==> src/lsbx_pkg.sv <==
// Shared types and constants for the BMP LSB message extractor.
package lsbx_pkg;

    typedef enum logic [2:0] {
        PH_HEADER  = 3'd0,
        PH_SKIP    = 3'd1,
        PH_LENGTH  = 3'd2,
        PH_MESSAGE = 3'd3,
        PH_DONE    = 3'd4
    } t_phase;

    localparam logic [1:0] ST_OK       = 2'd0;
    localparam logic [1:0] ST_FORMAT   = 2'd1;
    localparam logic [1:0] ST_CAPACITY = 2'd2;
    localparam logic [1:0] ST_EARLY    = 2'd3;

    localparam logic KIND_MESSAGE = 1'b0;
    localparam logic KIND_STATUS  = 1'b1;

    localparam logic [7:0]  SIG_B        = 8'h42;
    localparam logic [7:0]  SIG_M        = 8'h4D;
    localparam logic [15:0] BPP_24       = 16'd24;
    localparam logic [31:0] POS_OFF_0    = 32'd10;
    localparam logic [31:0] POS_OFF_1    = 32'd11;
    localparam logic [31:0] POS_OFF_2    = 32'd12;
    localparam logic [31:0] POS_OFF_3    = 32'd13;
    localparam logic [31:0] POS_DEPTH_LO = 32'd28;
    localparam logic [31:0] POS_DEPTH_HI = 32'd29;
    localparam logic [31:0] POS_COMP_LO  = 32'd30;
    localparam logic [31:0] HEADER_LAST  = 32'd33;

    typedef struct packed {
        logic [7:0] file_byte;
        logic       end_of_file;
    } t_item;

    typedef struct packed {
        logic       kind;
        logic [7:0] message_byte;
        logic [1:0] status;
        logic       end_of_message;
    } t_result;

endpackage

==> src/lsbx_in_reg.sv <==
// Input register stage holding one file word ahead of the parser.
module lsbx_in_reg (
    input  logic           i_clk,
    input  logic           i_rst_n,
    input  logic           i_valid,
    output logic           o_ready,
    input  lsbx_pkg::t_item i_item,
    input  logic           i_down_free,
    output logic           o_valid,
    output lsbx_pkg::t_item o_item
);

    logic            r_valid;
    lsbx_pkg::t_item r_item;
    logic            w_consume;

    assign w_consume = r_valid && i_down_free;
    assign o_ready   = !r_valid || w_consume;
    assign o_valid   = r_valid;
    assign o_item    = r_item;

    always_ff @(posedge i_clk) begin
        if (!i_rst_n) begin
            r_valid <= 1'b0;
        end else if (i_valid && o_ready) begin
            r_valid <= 1'b1;
        end else if (w_consume) begin
            r_valid <= 1'b0;
        end
    end

    always_ff @(posedge i_clk) begin
        if (i_valid && o_ready) begin
            r_item <= i_item;
        end
    end

endmodule

==> src/lsbx_parser.sv <==
// Header checks, LSB gathering and message sequencing, one word per step.
module lsbx_parser (
    input  logic              i_clk,
    input  logic              i_rst_n,
    input  logic              i_file_size_we,
    input  logic [31:0]       i_file_size_bytes,
    input  logic              i_step,
    input  lsbx_pkg::t_item   i_item,
    output logic              o_res_valid,
    output lsbx_pkg::t_result o_res
);

    logic [31:0]      r_file_size;
    logic [31:0]      r_pos,      n_pos;
    logic [31:0]      r_off,      n_off;
    logic [15:0]      r_depth,    n_depth;
    logic             r_comp,     n_comp;
    logic             r_sig,      n_sig;
    logic [7:0]       r_gather,   n_gather;
    logic [2:0]       r_bit_cnt,  n_bit_cnt;
    logic [31:0]      r_len,      n_len;
    logic [31:0]      r_rem,      n_rem;
    lsbx_pkg::t_phase r_phase,    n_phase;

    logic [7:0]  w_b;
    logic [7:0]  w_gathered;
    logic        w_last_bit;
    logic [4:0]  w_rel;
    logic [1:0]  w_k;
    logic [31:0] w_avail;
    logic [35:0] w_need;
    logic        w_hdr_ok;

    always_ff @(posedge i_clk) begin
        if (!i_rst_n) begin
            r_file_size <= '0;
        end else if (i_file_size_we) begin
            r_file_size <= i_file_size_bytes;
        end
    end

    always_ff @(posedge i_clk) begin
        if (!i_rst_n) begin
            r_pos     <= '0;
            r_off     <= '0;
            r_depth   <= '0;
            r_comp    <= 1'b0;
            r_sig     <= 1'b0;
            r_gather  <= '0;
            r_bit_cnt <= '0;
            r_len     <= '0;
            r_rem     <= '0;
            r_phase   <= lsbx_pkg::PH_HEADER;
        end else begin
            r_pos     <= n_pos;
            r_off     <= n_off;
            r_depth   <= n_depth;
            r_comp    <= n_comp;
            r_sig     <= n_sig;
            r_gather  <= n_gather;
            r_bit_cnt <= n_bit_cnt;
            r_len     <= n_len;
            r_rem     <= n_rem;
            r_phase   <= n_phase;
        end
    end

    assign w_b        = i_item.file_byte;
    assign w_gathered = {r_gather[6:0], w_b[0]};
    assign w_last_bit = (r_bit_cnt == 3'd7);
    // only the low bits of the distance into the pixel data pick the length byte
    assign w_rel      = r_pos[4:0] - r_off[4:0];
    assign w_k        = w_rel[4:3];

    always_comb begin
        n_pos       = r_pos;
        n_off       = r_off;
        n_depth     = r_depth;
        n_comp      = r_comp;
        n_sig       = r_sig;
        n_gather    = r_gather;
        n_bit_cnt   = r_bit_cnt;
        n_len       = r_len;
        n_rem       = r_rem;
        n_phase     = r_phase;
        o_res_valid = 1'b0;
        o_res       = '0;
        w_avail     = '0;
        w_need      = '0;
        w_hdr_ok    = 1'b0;

        if (i_step) begin
            unique case (r_phase)
                lsbx_pkg::PH_HEADER: begin
                    if (r_pos == 32'd0) begin
                        n_sig = (w_b == lsbx_pkg::SIG_B);
                    end else if (r_pos == 32'd1) begin
                        n_sig = r_sig && (w_b == lsbx_pkg::SIG_M);
                    end else if (r_pos == lsbx_pkg::POS_OFF_0) begin
                        n_off = r_off | {24'd0, w_b};
                    end else if (r_pos == lsbx_pkg::POS_OFF_1) begin
                        n_off = r_off | {16'd0, w_b, 8'd0};
                    end else if (r_pos == lsbx_pkg::POS_OFF_2) begin
                        n_off = r_off | {8'd0, w_b, 16'd0};
                    end else if (r_pos == lsbx_pkg::POS_OFF_3) begin
                        n_off = r_off | {w_b, 24'd0};
                    end else if (r_pos == lsbx_pkg::POS_DEPTH_LO) begin
                        n_depth = r_depth | {8'd0, w_b};
                    end else if (r_pos == lsbx_pkg::POS_DEPTH_HI) begin
                        n_depth = r_depth | {w_b, 8'd0};
                    end else if (r_pos >= lsbx_pkg::POS_COMP_LO &&
                                 r_pos <= lsbx_pkg::HEADER_LAST && w_b != 8'd0) begin
                        n_comp = 1'b1;
                    end
                    if (r_pos == lsbx_pkg::HEADER_LAST) begin
                        w_hdr_ok = r_sig && (n_depth == lsbx_pkg::BPP_24) && !n_comp &&
                                   (r_off > lsbx_pkg::HEADER_LAST) && (r_off < r_file_size);
                        if (w_hdr_ok) begin
                            n_phase = lsbx_pkg::PH_SKIP;
                        end else begin
                            o_res_valid          = 1'b1;
                            o_res.kind           = lsbx_pkg::KIND_STATUS;
                            o_res.status         = lsbx_pkg::ST_FORMAT;
                            o_res.end_of_message = 1'b1;
                            n_phase              = lsbx_pkg::PH_DONE;
                        end
                    end
                end
                lsbx_pkg::PH_SKIP: begin
                    if (r_pos == r_off) begin
                        n_phase = lsbx_pkg::PH_LENGTH;
                    end
                end
                default: begin
                end
            endcase

            if (n_phase == lsbx_pkg::PH_LENGTH) begin
                n_gather  = w_gathered;
                n_bit_cnt = w_last_bit ? 3'd0 : r_bit_cnt + 3'd1;
                if (w_last_bit) begin
                    n_gather = '0;
                    n_len    = r_len | (32'(w_gathered) << {w_k, 3'b000});
                    if (w_k == 2'd3) begin
                        w_avail = (r_file_size >= r_off) ? r_file_size - r_off : 32'd0;
                        w_need  = {33'(n_len) + 33'd4, 2'b00, 1'b0};
                        if (36'(w_avail) < w_need) begin
                            o_res_valid          = 1'b1;
                            o_res.kind           = lsbx_pkg::KIND_STATUS;
                            o_res.status         = lsbx_pkg::ST_CAPACITY;
                            o_res.end_of_message = 1'b1;
                            n_phase              = lsbx_pkg::PH_DONE;
                        end else if (n_len == 32'd0) begin
                            o_res_valid          = 1'b1;
                            o_res.kind           = lsbx_pkg::KIND_STATUS;
                            o_res.status         = lsbx_pkg::ST_OK;
                            o_res.end_of_message = 1'b1;
                            n_phase              = lsbx_pkg::PH_DONE;
                        end else begin
                            n_rem   = n_len;
                            n_phase = lsbx_pkg::PH_MESSAGE;
                        end
                    end
                end
            end else if (n_phase == lsbx_pkg::PH_MESSAGE) begin
                n_gather  = w_gathered;
                n_bit_cnt = w_last_bit ? 3'd0 : r_bit_cnt + 3'd1;
                if (w_last_bit) begin
                    n_gather           = '0;
                    n_rem              = r_rem - 32'd1;
                    o_res_valid        = 1'b1;
                    o_res.kind         = lsbx_pkg::KIND_MESSAGE;
                    o_res.message_byte = w_gathered;
                    if (n_rem == 32'd0) begin
                        o_res.end_of_message = 1'b1;
                        n_phase              = lsbx_pkg::PH_DONE;
                    end else if (i_item.end_of_file) begin
                        o_res.status         = lsbx_pkg::ST_EARLY;
                        o_res.end_of_message = 1'b1;
                    end
                end
            end

            // file ends with no word due: report why
            if (i_item.end_of_file && !o_res_valid &&
                (n_phase == lsbx_pkg::PH_HEADER || n_phase == lsbx_pkg::PH_SKIP ||
                 n_phase == lsbx_pkg::PH_LENGTH || n_phase == lsbx_pkg::PH_MESSAGE)) begin
                o_res_valid          = 1'b1;
                o_res.kind           = lsbx_pkg::KIND_STATUS;
                o_res.status         = (n_phase == lsbx_pkg::PH_HEADER) ?
                                       lsbx_pkg::ST_FORMAT : lsbx_pkg::ST_EARLY;
                o_res.end_of_message = 1'b1;
            end

            if (i_item.end_of_file) begin
                n_pos     = '0;
                n_off     = '0;
                n_depth   = '0;
                n_comp    = 1'b0;
                n_sig     = 1'b0;
                n_gather  = '0;
                n_bit_cnt = '0;
                n_len     = '0;
                n_rem     = '0;
                n_phase   = lsbx_pkg::PH_HEADER;
            end else begin
                n_pos = r_pos + 32'd1;
            end
        end
    end

endmodule

==> src/lsbx_out_reg.sv <==
// Result register holding one word until the consumer takes it.
module lsbx_out_reg (
    input  logic              i_clk,
    input  logic              i_rst_n,
    input  logic              i_load,
    input  lsbx_pkg::t_result i_res,
    output logic              o_free,
    output logic              o_valid,
    input  logic              i_ready,
    output lsbx_pkg::t_result o_res
);

    logic              r_valid;
    lsbx_pkg::t_result r_res;

    assign o_free  = !r_valid || i_ready;
    assign o_valid = r_valid;
    assign o_res   = r_res;

    always_ff @(posedge i_clk) begin
        if (!i_rst_n) begin
            r_valid <= 1'b0;
        end else if (i_load) begin
            r_valid <= 1'b1;
        end else if (i_ready) begin
            r_valid <= 1'b0;
        end
    end

    always_ff @(posedge i_clk) begin
        if (i_load) begin
            r_res <= i_res;
        end
    end

endmodule

==> src/lsb_stego_bmp_extractor_core.sv <==
// Top level of the BMP LSB message extractor.
// Takes one file word per cycle and gives at most one result word per file word; a word
// passes the input register and the parser into the result register. Throughput is one word
// a cycle, as the header, gather and count update in the parser stage is combinational;
// the input side stalls only while the result register is full and not being taken.
// Write the file size before the first word of a file; after a word with the end-of-file
// mark the block is ready for the next file at once.
module lsb_stego_bmp_extractor_core (
    input  logic        i_clk,
    input  logic        i_rst_n,
    input  logic        i_file_size_we,
    input  logic [31:0] i_file_size_bytes,
    input  logic        i_in_valid,
    output logic        o_in_ready,
    input  logic [7:0]  i_file_byte,
    input  logic        i_end_of_file,
    output logic        o_out_valid,
    input  logic        i_out_ready,
    output logic        o_kind,
    output logic [7:0]  o_message_byte,
    output logic [1:0]  o_status,
    output logic        o_end_of_message
);

    lsbx_pkg::t_item   w_in_item;
    lsbx_pkg::t_item   w_stage_item;
    lsbx_pkg::t_result w_res;
    lsbx_pkg::t_result w_out_res;
    logic              w_stage_valid;
    logic              w_out_free;
    logic              w_step;
    logic              w_res_valid;

    assign w_in_item.file_byte   = i_file_byte;
    assign w_in_item.end_of_file = i_end_of_file;
    assign w_step                = w_stage_valid && w_out_free;

    lsbx_in_reg u_in_reg (
        .i_clk       (i_clk),
        .i_rst_n     (i_rst_n),
        .i_valid     (i_in_valid),
        .o_ready     (o_in_ready),
        .i_item      (w_in_item),
        .i_down_free (w_out_free),
        .o_valid     (w_stage_valid),
        .o_item      (w_stage_item)
    );

    lsbx_parser u_parser (
        .i_clk             (i_clk),
        .i_rst_n           (i_rst_n),
        .i_file_size_we    (i_file_size_we),
        .i_file_size_bytes (i_file_size_bytes),
        .i_step            (w_step),
        .i_item            (w_stage_item),
        .o_res_valid       (w_res_valid),
        .o_res             (w_res)
    );

    lsbx_out_reg u_out_reg (
        .i_clk   (i_clk),
        .i_rst_n (i_rst_n),
        .i_load  (w_step && w_res_valid),
        .i_res   (w_res),
        .o_free  (w_out_free),
        .o_valid (o_out_valid),
        .i_ready (i_out_ready),
        .o_res   (w_out_res)
    );

    assign o_kind           = w_out_res.kind;
    assign o_message_byte   = w_out_res.message_byte;
    assign o_status         = w_out_res.status;
    assign o_end_of_message = w_out_res.end_of_message;

endmodule

==> config.mk <==
export PLATFORM = sky130hd
export DESIGN_NAME = lsb_stego_bmp_extractor_core
export DESIGN_NICKNAME = d
export VERILOG_FILES = /design/src/lsbx_pkg.sv /design/src/lsbx_in_reg.sv /design/src/lsbx_parser.sv /design/src/lsbx_out_reg.sv /design/src/lsb_stego_bmp_extractor_core.sv
export SDC_FILE = /design/constraint.sdc
export NUM_CORES = 1
export LEC_CHECK = 0
export ABC_AREA = 1
export BUFFER_PORTS_ARGS = -buffer_cell sky130_fd_sc_hd__buf_2
export CAP_MARGIN = 20
export CORE_ASPECT_RATIO = 1.5
export CORE_UTILIZATION = 35
export DETAILED_ROUTE_END_ITERATION = 7
export GPL_ROUTABILITY_DRIVEN = 0
export HOLD_SLACK_MARGIN = 0.12
export SLEW_MARGIN = 15
export SYNTH_ARGS = -nofsm -noshare
export SYNTH_HDL_FRONTEND = slang
export SYNTH_SLANG_ARGS = --single-unit
==> constraint.sdc <==
create_clock -name i_clk -period 7.8 [get_ports i_clk]
set_input_delay 0.39 -clock i_clk [delete_from_list [all_inputs] [get_ports i_clk]]
set_output_delay 0.39 -clock i_clk [all_outputs]
set_load 0.05 [all_outputs]
# Yosys cells after proc, flatten, opt, wreduce, memory -nomap -nowiden
# Cells that the tools add are included.
op_classes:
  order_cmp: 6
  n_eq_ne: 25
  shift: 1
  addsub: 6
  reduce_logical: 42
  muxes: 107
  n_bitwise: 10
ops:
  columns: ["cell", "count"]
  rows:
  - ["$mux 32", 21]
  - ["$mux 16", 12]
  - ["$eq 32x4->1 const B", 4]
  - ["$logic_not 32->1", 3]
  - ["$mux 3", 27]
  - ["$eq 32x5->1 const B", 2]
  - ["$or 32x32->32", 2]
  - ["$mux 1", 37]
  - ["$lt 32x36->1", 1]
  - ["$add 32x3->33 const B", 1]
  - ["$add 32x1->32 const B", 1]
  - ["$eq 32x1->1 const B", 1]
  - ["$eq 32x32->1", 1]
  - ["$eq 32x6->1 const B", 1]
  - ["$ge 32x32->1", 1]
  - ["$ge 32x5->1 const B", 1]
  - ["$gt 32x6->1 const B", 1]
  - ["$le 32x6->1 const B", 1]
  - ["$lt 32x32->1", 1]
  - ["$or 32x16->32", 1]
  - ["$or 32x24->32", 1]
  - ["$or 32x8->32", 1]
  - ["$shl 8x5->32", 1]
  - ["$sub 32x1->32 const B", 1]
  - ["other kinds (31)", 73]
word_totals:
  word_cells: 216
  output_inout_bits: 14
  reg_bits: 214
  inputBits: 46

# Depth between registers and ports, before layout
logic_depth:
  word_depth: 36
  mapped_depth: 35
  mapped_depth_nobuf: 34

# Hierarchy
# Synthesis repeated with hierarchy kept, for this count alone.
unflattened:
  cells_unflattened: 2271
  area_unflattened_um2: 14854.2
modules_own_cells:
  columns: ["mod", "area_each_um2", "seq_area_each_um2", "cells_per_inst", "n_inst"]
  rows:
  - ["lsbx_parser", 14108.5, 3823.7, 2233, 1]
  - ["lsbx_out_reg", 406.6, 380.4, 18, 1]
  - ["lsbx_in_reg", 321.6, 290.3, 16, 1]
  - ["lsb_stego_bmp_extractor_core", 17.5, 0.0, 4, 1]

# Least setup slack after synthesis
# OpenSTA, ideal clock, no wires.
synth_path:
  kind: "reg2reg"
  start: "register u_parser.r_off[2]"
  end: "register u_out_reg.r_res, in the netlist u_out_reg.o_res[0] (enable)"
  stages_incl_launch_ff: 28
  n_path_buf: 1
  t_arrival_ps: 4317
  path_slack_ps: 3139
  setup_time_ps: 344
  t_required_ps: 7456
  synth_period_minus_slack_ps: 4661
  cell_sequence: "dfxtp_1 > inv_1 > ha_1 > a21oi_2 > nand3_1 > nand2_2 > buf_4 > a31oi_1 > inv_1 > ha_1 > nand2_1 > nor3_2 > nand2_1 > nor3_1 > nand4_1 > nor3_1 > xor2_1 > ha_1 > a21oi_1 > nor2_1 > a211oi_1 > nand2_1 > nand4_1 > nand2_2 > nand2_1 > o21bai_1 > nand2_1 > inv_1"
synth_via:
  elab_chain_len: 20
  elab_cells_between_ends: 55
  cone_classes: "add/sub (3); order compare (4); eq/ne (7); shift (1); mux (28); bitwise (1); reduce/logical (11)"
synth_rtl:
  columns: ["element", "line", "rtl"]
  rows:
  - ["start, declared", "lsbx_parser.sv:15", "logic [31:0] r_off, n_off;"]
  - ["start signal, assigned", "lsbx_parser.sv:56", "r_off <= n_off;"]
  - ["branches (longest 17 deep; another with $lt 32x36->1)", null, null]
  - ["$mux 1 (*)", "lsbx_parser.sv:185", "if (i_item.end_of_file && !o_res_valid &&"]
  - ["$mux 1 (*)", "lsbx_parser.sv:92", "if (i_step) begin"]
  - ["$logic_and 1x1->1 (*)", "lsb_stego_bmp_extractor_core.sv:63", ".i_load (w_step && w_res_valid),"]
  - ["net u_out_reg.i_load", "lsbx_out_reg.sv:5", "input logic i_load,"]
  - ["end signal, assigned", "lsbx_out_reg.sv:32", "r_res <= i_res;"]
  - ["end, declared", "lsbx_out_reg.sv:14", "lsbx_pkg::t_result r_res;"]
# Mark *: on every way through the listed nets, which the timed path passes. The select of a mux whose other input is x is not followed.
# A chain may end at the register's enable or synchronous reset.

# Worst setup path after layout
layout_path:
  start: "register u_parser.r_off[3]"
  end: "register u_out_reg.r_res, in the netlist u_out_reg.o_res[6] (enable)"
# Same word-level chain as after synthesis.

==> results.md <==
### Status
* result of the run: finished clean

### Finish
* signed area change from the synthesized netlist to the final layout: 12.8%
* fraction of final layout cells with drive strength greater than 1: 9.37%
* antenna diode count: 0
* total area of multi-input combinational cells: 8740 sq um
* commonest non-fill, non-tap cell in the layout: sky130_fd_sc_hd__nand2_1
* fillcell total: 4290
* final net count: 2357
* sequential cell area: 4490 sq um
* highest-count cells in the layout ignoring fill and taps: sky130_fd_sc_hd__nand2_1 (458), sky130_fd_sc_hd__nor2_1 (281), sky130_fd_sc_hd__inv_1 (237), sky130_fd_sc_hd__a21oi_1 (197), sky130_fd_sc_hd__dfxtp_1 (193)

### Drt
* total detailed-routing wirelength: 47600 um
* DRC Markers: 0
* number of vias per cell: 5.29
* drt first pass iters: 6
* mean routed wirelength per cell: 17.2 um
* First DRT Iteration DRCs: 1121
* post-route antenna net violation count: 0
* total via count after detailed routing: 14621

### Yosys
* post-synthesis average cell area: 6.71 sq um
* warning count from the yosys run: 0
* top cell type's share of synthesized area: 26.6%
* netlist area before placement: 14500 sq um
* synthesized instance count: 2168
* sequential-to-total area share from yosys stat: 30.9%
* count of distinct cell types in the synthesized netlist: 58
* cell type with the largest total area after synthesis: sky130_fd_sc_hd__dfxtp_1
* share of flip-flops with an asynchronous set or reset: 0%
* Net Count, Synth: 2288
* EDFF count, synth: 21
* post-synthesis sequential element count: 214
* cell types occupying the most area after synthesis: sky130_fd_sc_hd__dfxtp_1 (27%), sky130_fd_sc_hd__nand2_1 (12%), sky130_fd_sc_hd__nor2_1 (7.3%), sky130_fd_sc_hd__a21oi_1 (6.8%), sky130_fd_sc_hd__ha_1 (6.4%)
* top flip-flop cell by instance count after synthesis: sky130_fd_sc_hd__dfxtp_1

### Placed design
* placed wire-length estimate: 36200 um
* setup slack after placement: 2.16 ns
* IO buf count: 59

### Critical path
* required time worst endpoint: 8.00 ns
* Data arrival, critical path: 5.86 ns
* startpoint kind of the worst setup timing path: flop
* Crit path top cell by count: sky130_fd_sc_hd__nand2_1
* maximum fanout count along the critical path: 19
* slowest CP cell: sky130_fd_sc_hd__inv_1
* type of the worst setup path: flop to flop
* highest cell delay on the worst timing path: 0.35 ns
* crit path capture type: flop

### Clock tree
* Clock Sinks: 214
* later-pin clock latency in the skew report: 0.55 ns
* post-cts resize count: 0
* buffers inserted by post-CTS timing repair: 0
* TritonCTS clock tree: yes
* clock-pin slew of the registers on the worst-case setup and hold paths: 0.07 ns
* hold-fix buffers at CTS: 41
* number of H-tree levels: 1
* Max clock buf depth: 3
* buffer cell driving the clock tree root: sky130_fd_sc_hd__clkbuf_16
* number of buffers created by CTS: 24

### Timing
* Final TNS setup: 0 ns
* final clock period utilization by the worst path: 72.6%
* setup repair after global routing missed its margin: false
* final critical delay including setup and external delays: 5.66 ns
* Worst-Margin Slew: 1.15 ns
* Max-slew headroom: 22.6%
* highest clock frequency the design can meet: 177 MHz
* count of endpoints failing hold in the final timing report: 0
* Setup WS post-layout: 2.14 ns
* number of slew-limit violations in the final report: 0
* final setup violation count: 0
* Worst Skew: 0.0180 ns

### Power and ir drop
* PnR Total Power: 3.10 mW
* power per cell area: 189 nW/um^2
* Leak: 6.92 nW
* Peak VDD IR: 0.000149 V

### GRT
* total congestion overflow after global routing: 0
* initial antenna violation count: 0
* Total Routing Usage GR: 22.3%
* largest net degree at the start of global routing: 77
* wire length of the first global-routing pass: 74700 um
* number of global-route vias before repair: 14430

### Min path
* min-delay worst type: primary input to flop

### Floorplan
* overall die area: 42400 sq um
* number of core rows: 91
* Initial Utilization: 35.5%
* boundary pin count: 60
* Die W: 168 um
* Core Box Area: 41000 sq um
* vertical extent of the die: 252 um

### Run
* number of max-cap violations: 0

==> stage by stage <==
| step | instances | hold slack (ns) | area [sq um] | util (%) |
|---|---|---|---|---|
| 3_5_place_dp | 2681 | 0.450 | 15200 | 37.1 |
| 6_report | 2764 | 0.142 | 16400 | 40.0 |
| 2_1_floorplan | 2168 | 0.427 | 14500 | - |
| 3_3_place_gp | 2681 | 0.438 | 15200 | 37.1 |
| 5_1_grt | 2764 | 0.160 | 16400 | 40.0 |
| 4_1_cts | 2764 | 0.127 | 16400 | 40.0 |
==> report_power, final <==
part / internal [mW] / leakage, nW / switching (mW)
combinational: 0.271 / 4.74 / 0.483
clock: 0.693 / 0.390 / 0.489
sequential: 1.14 / 1.79 / 0.0290
==> state kept, by name, summed over array words and instances, names as in the netlist, 3 cells and up <==
name / count
u_parser.r_pos: 32
u_out_reg.o_res: 12
u_parser.r_file_size: 32
u_parser.r_off: 32
u_parser.r_gather: 7
u_parser.r_len: 32
u_in_reg.o_item: 9
u_parser.r_rem: 32
u_parser.r_depth: 16
u_parser.r_bit_cnt: 3
u_parser.r_phase: 3
==> logic make-up (layout without fill, tap and decap cells) <==
logic type | after synthesis | in the layout | synth area share [%]
compound gates | 401 | 401 | 16.2
xor+xnor | 64 | 64 | 3.86
fa+ha+maj | 74 | 74 | 6.37
buf+inv | 320 | 405 | 8.93
flops | 214 | 214 | 30.9
simple gates | 1095 | 1095 | 33.7
==> synth_stat cells, drive strengths merged (21+ instances only) <==
master,instances
xor2,41
dfxtp,193
a21oi,198
nor4,21
buf,25
ha,74
inv,252
edfxtp,21
nand4,63
nor2,297
a211oi,34
o22ai,23
nand2,484
clkbuf,41
nand3,134
nor3,60
o21ai,96
xnor2,23
==> final cells by class <==
type | count | area share (%)
timing repair buffer | 109 | 4.71
tap | 511 | 3.90
sequential | 214 | 27.4
inverter | 254 | 5.82
multi-input combinational | 1634 | 53.3
clock inverter | 10 | 0.839
clock buffer | 32 | 4.03
==> critical path, delay by kind of cell, from the launching register on <==
kind | cells | cell delay [ns]
compound gates | 4 | 0.88
simple gates | 15 | 2.47
buf+inv | 3 | 0.58
flops | 1 | 0.30
xor+xnor | 1 | 0.21
fa+ha+maj | 3 | 0.87
==> final timing paths <==
path                        from             endpoint  slack [ns]  cells past startpoint
max            u_parser.r_off[3]   u_out_reg.o_res[6]        2.14                     26
max reg2reg    u_parser.r_off[3]   u_out_reg.o_res[6]        2.14                     26
min reg2reg  u_parser.r_depth[0]  u_parser.r_depth[0]        0.46                      2
min                  i_out_ready    u_out_reg.o_valid        0.14                      4
==> per-layer routing <==
| metal | global-route usage, % | share of wire, % | vias up |
|---|---|---|---|
| li1 | - | - | 7366 |
| met1 | 22.9 | 38 | 6728 |
| met2 | 41.2 | 50 | 367 |
| met3 | 2.10 | 3.3 | 160 |
| met4 | 17.4 | 8.2 | 0 |
| met5 | 0 | 0 | - |
No activity file was read; power rests on OpenSTA's default activity.
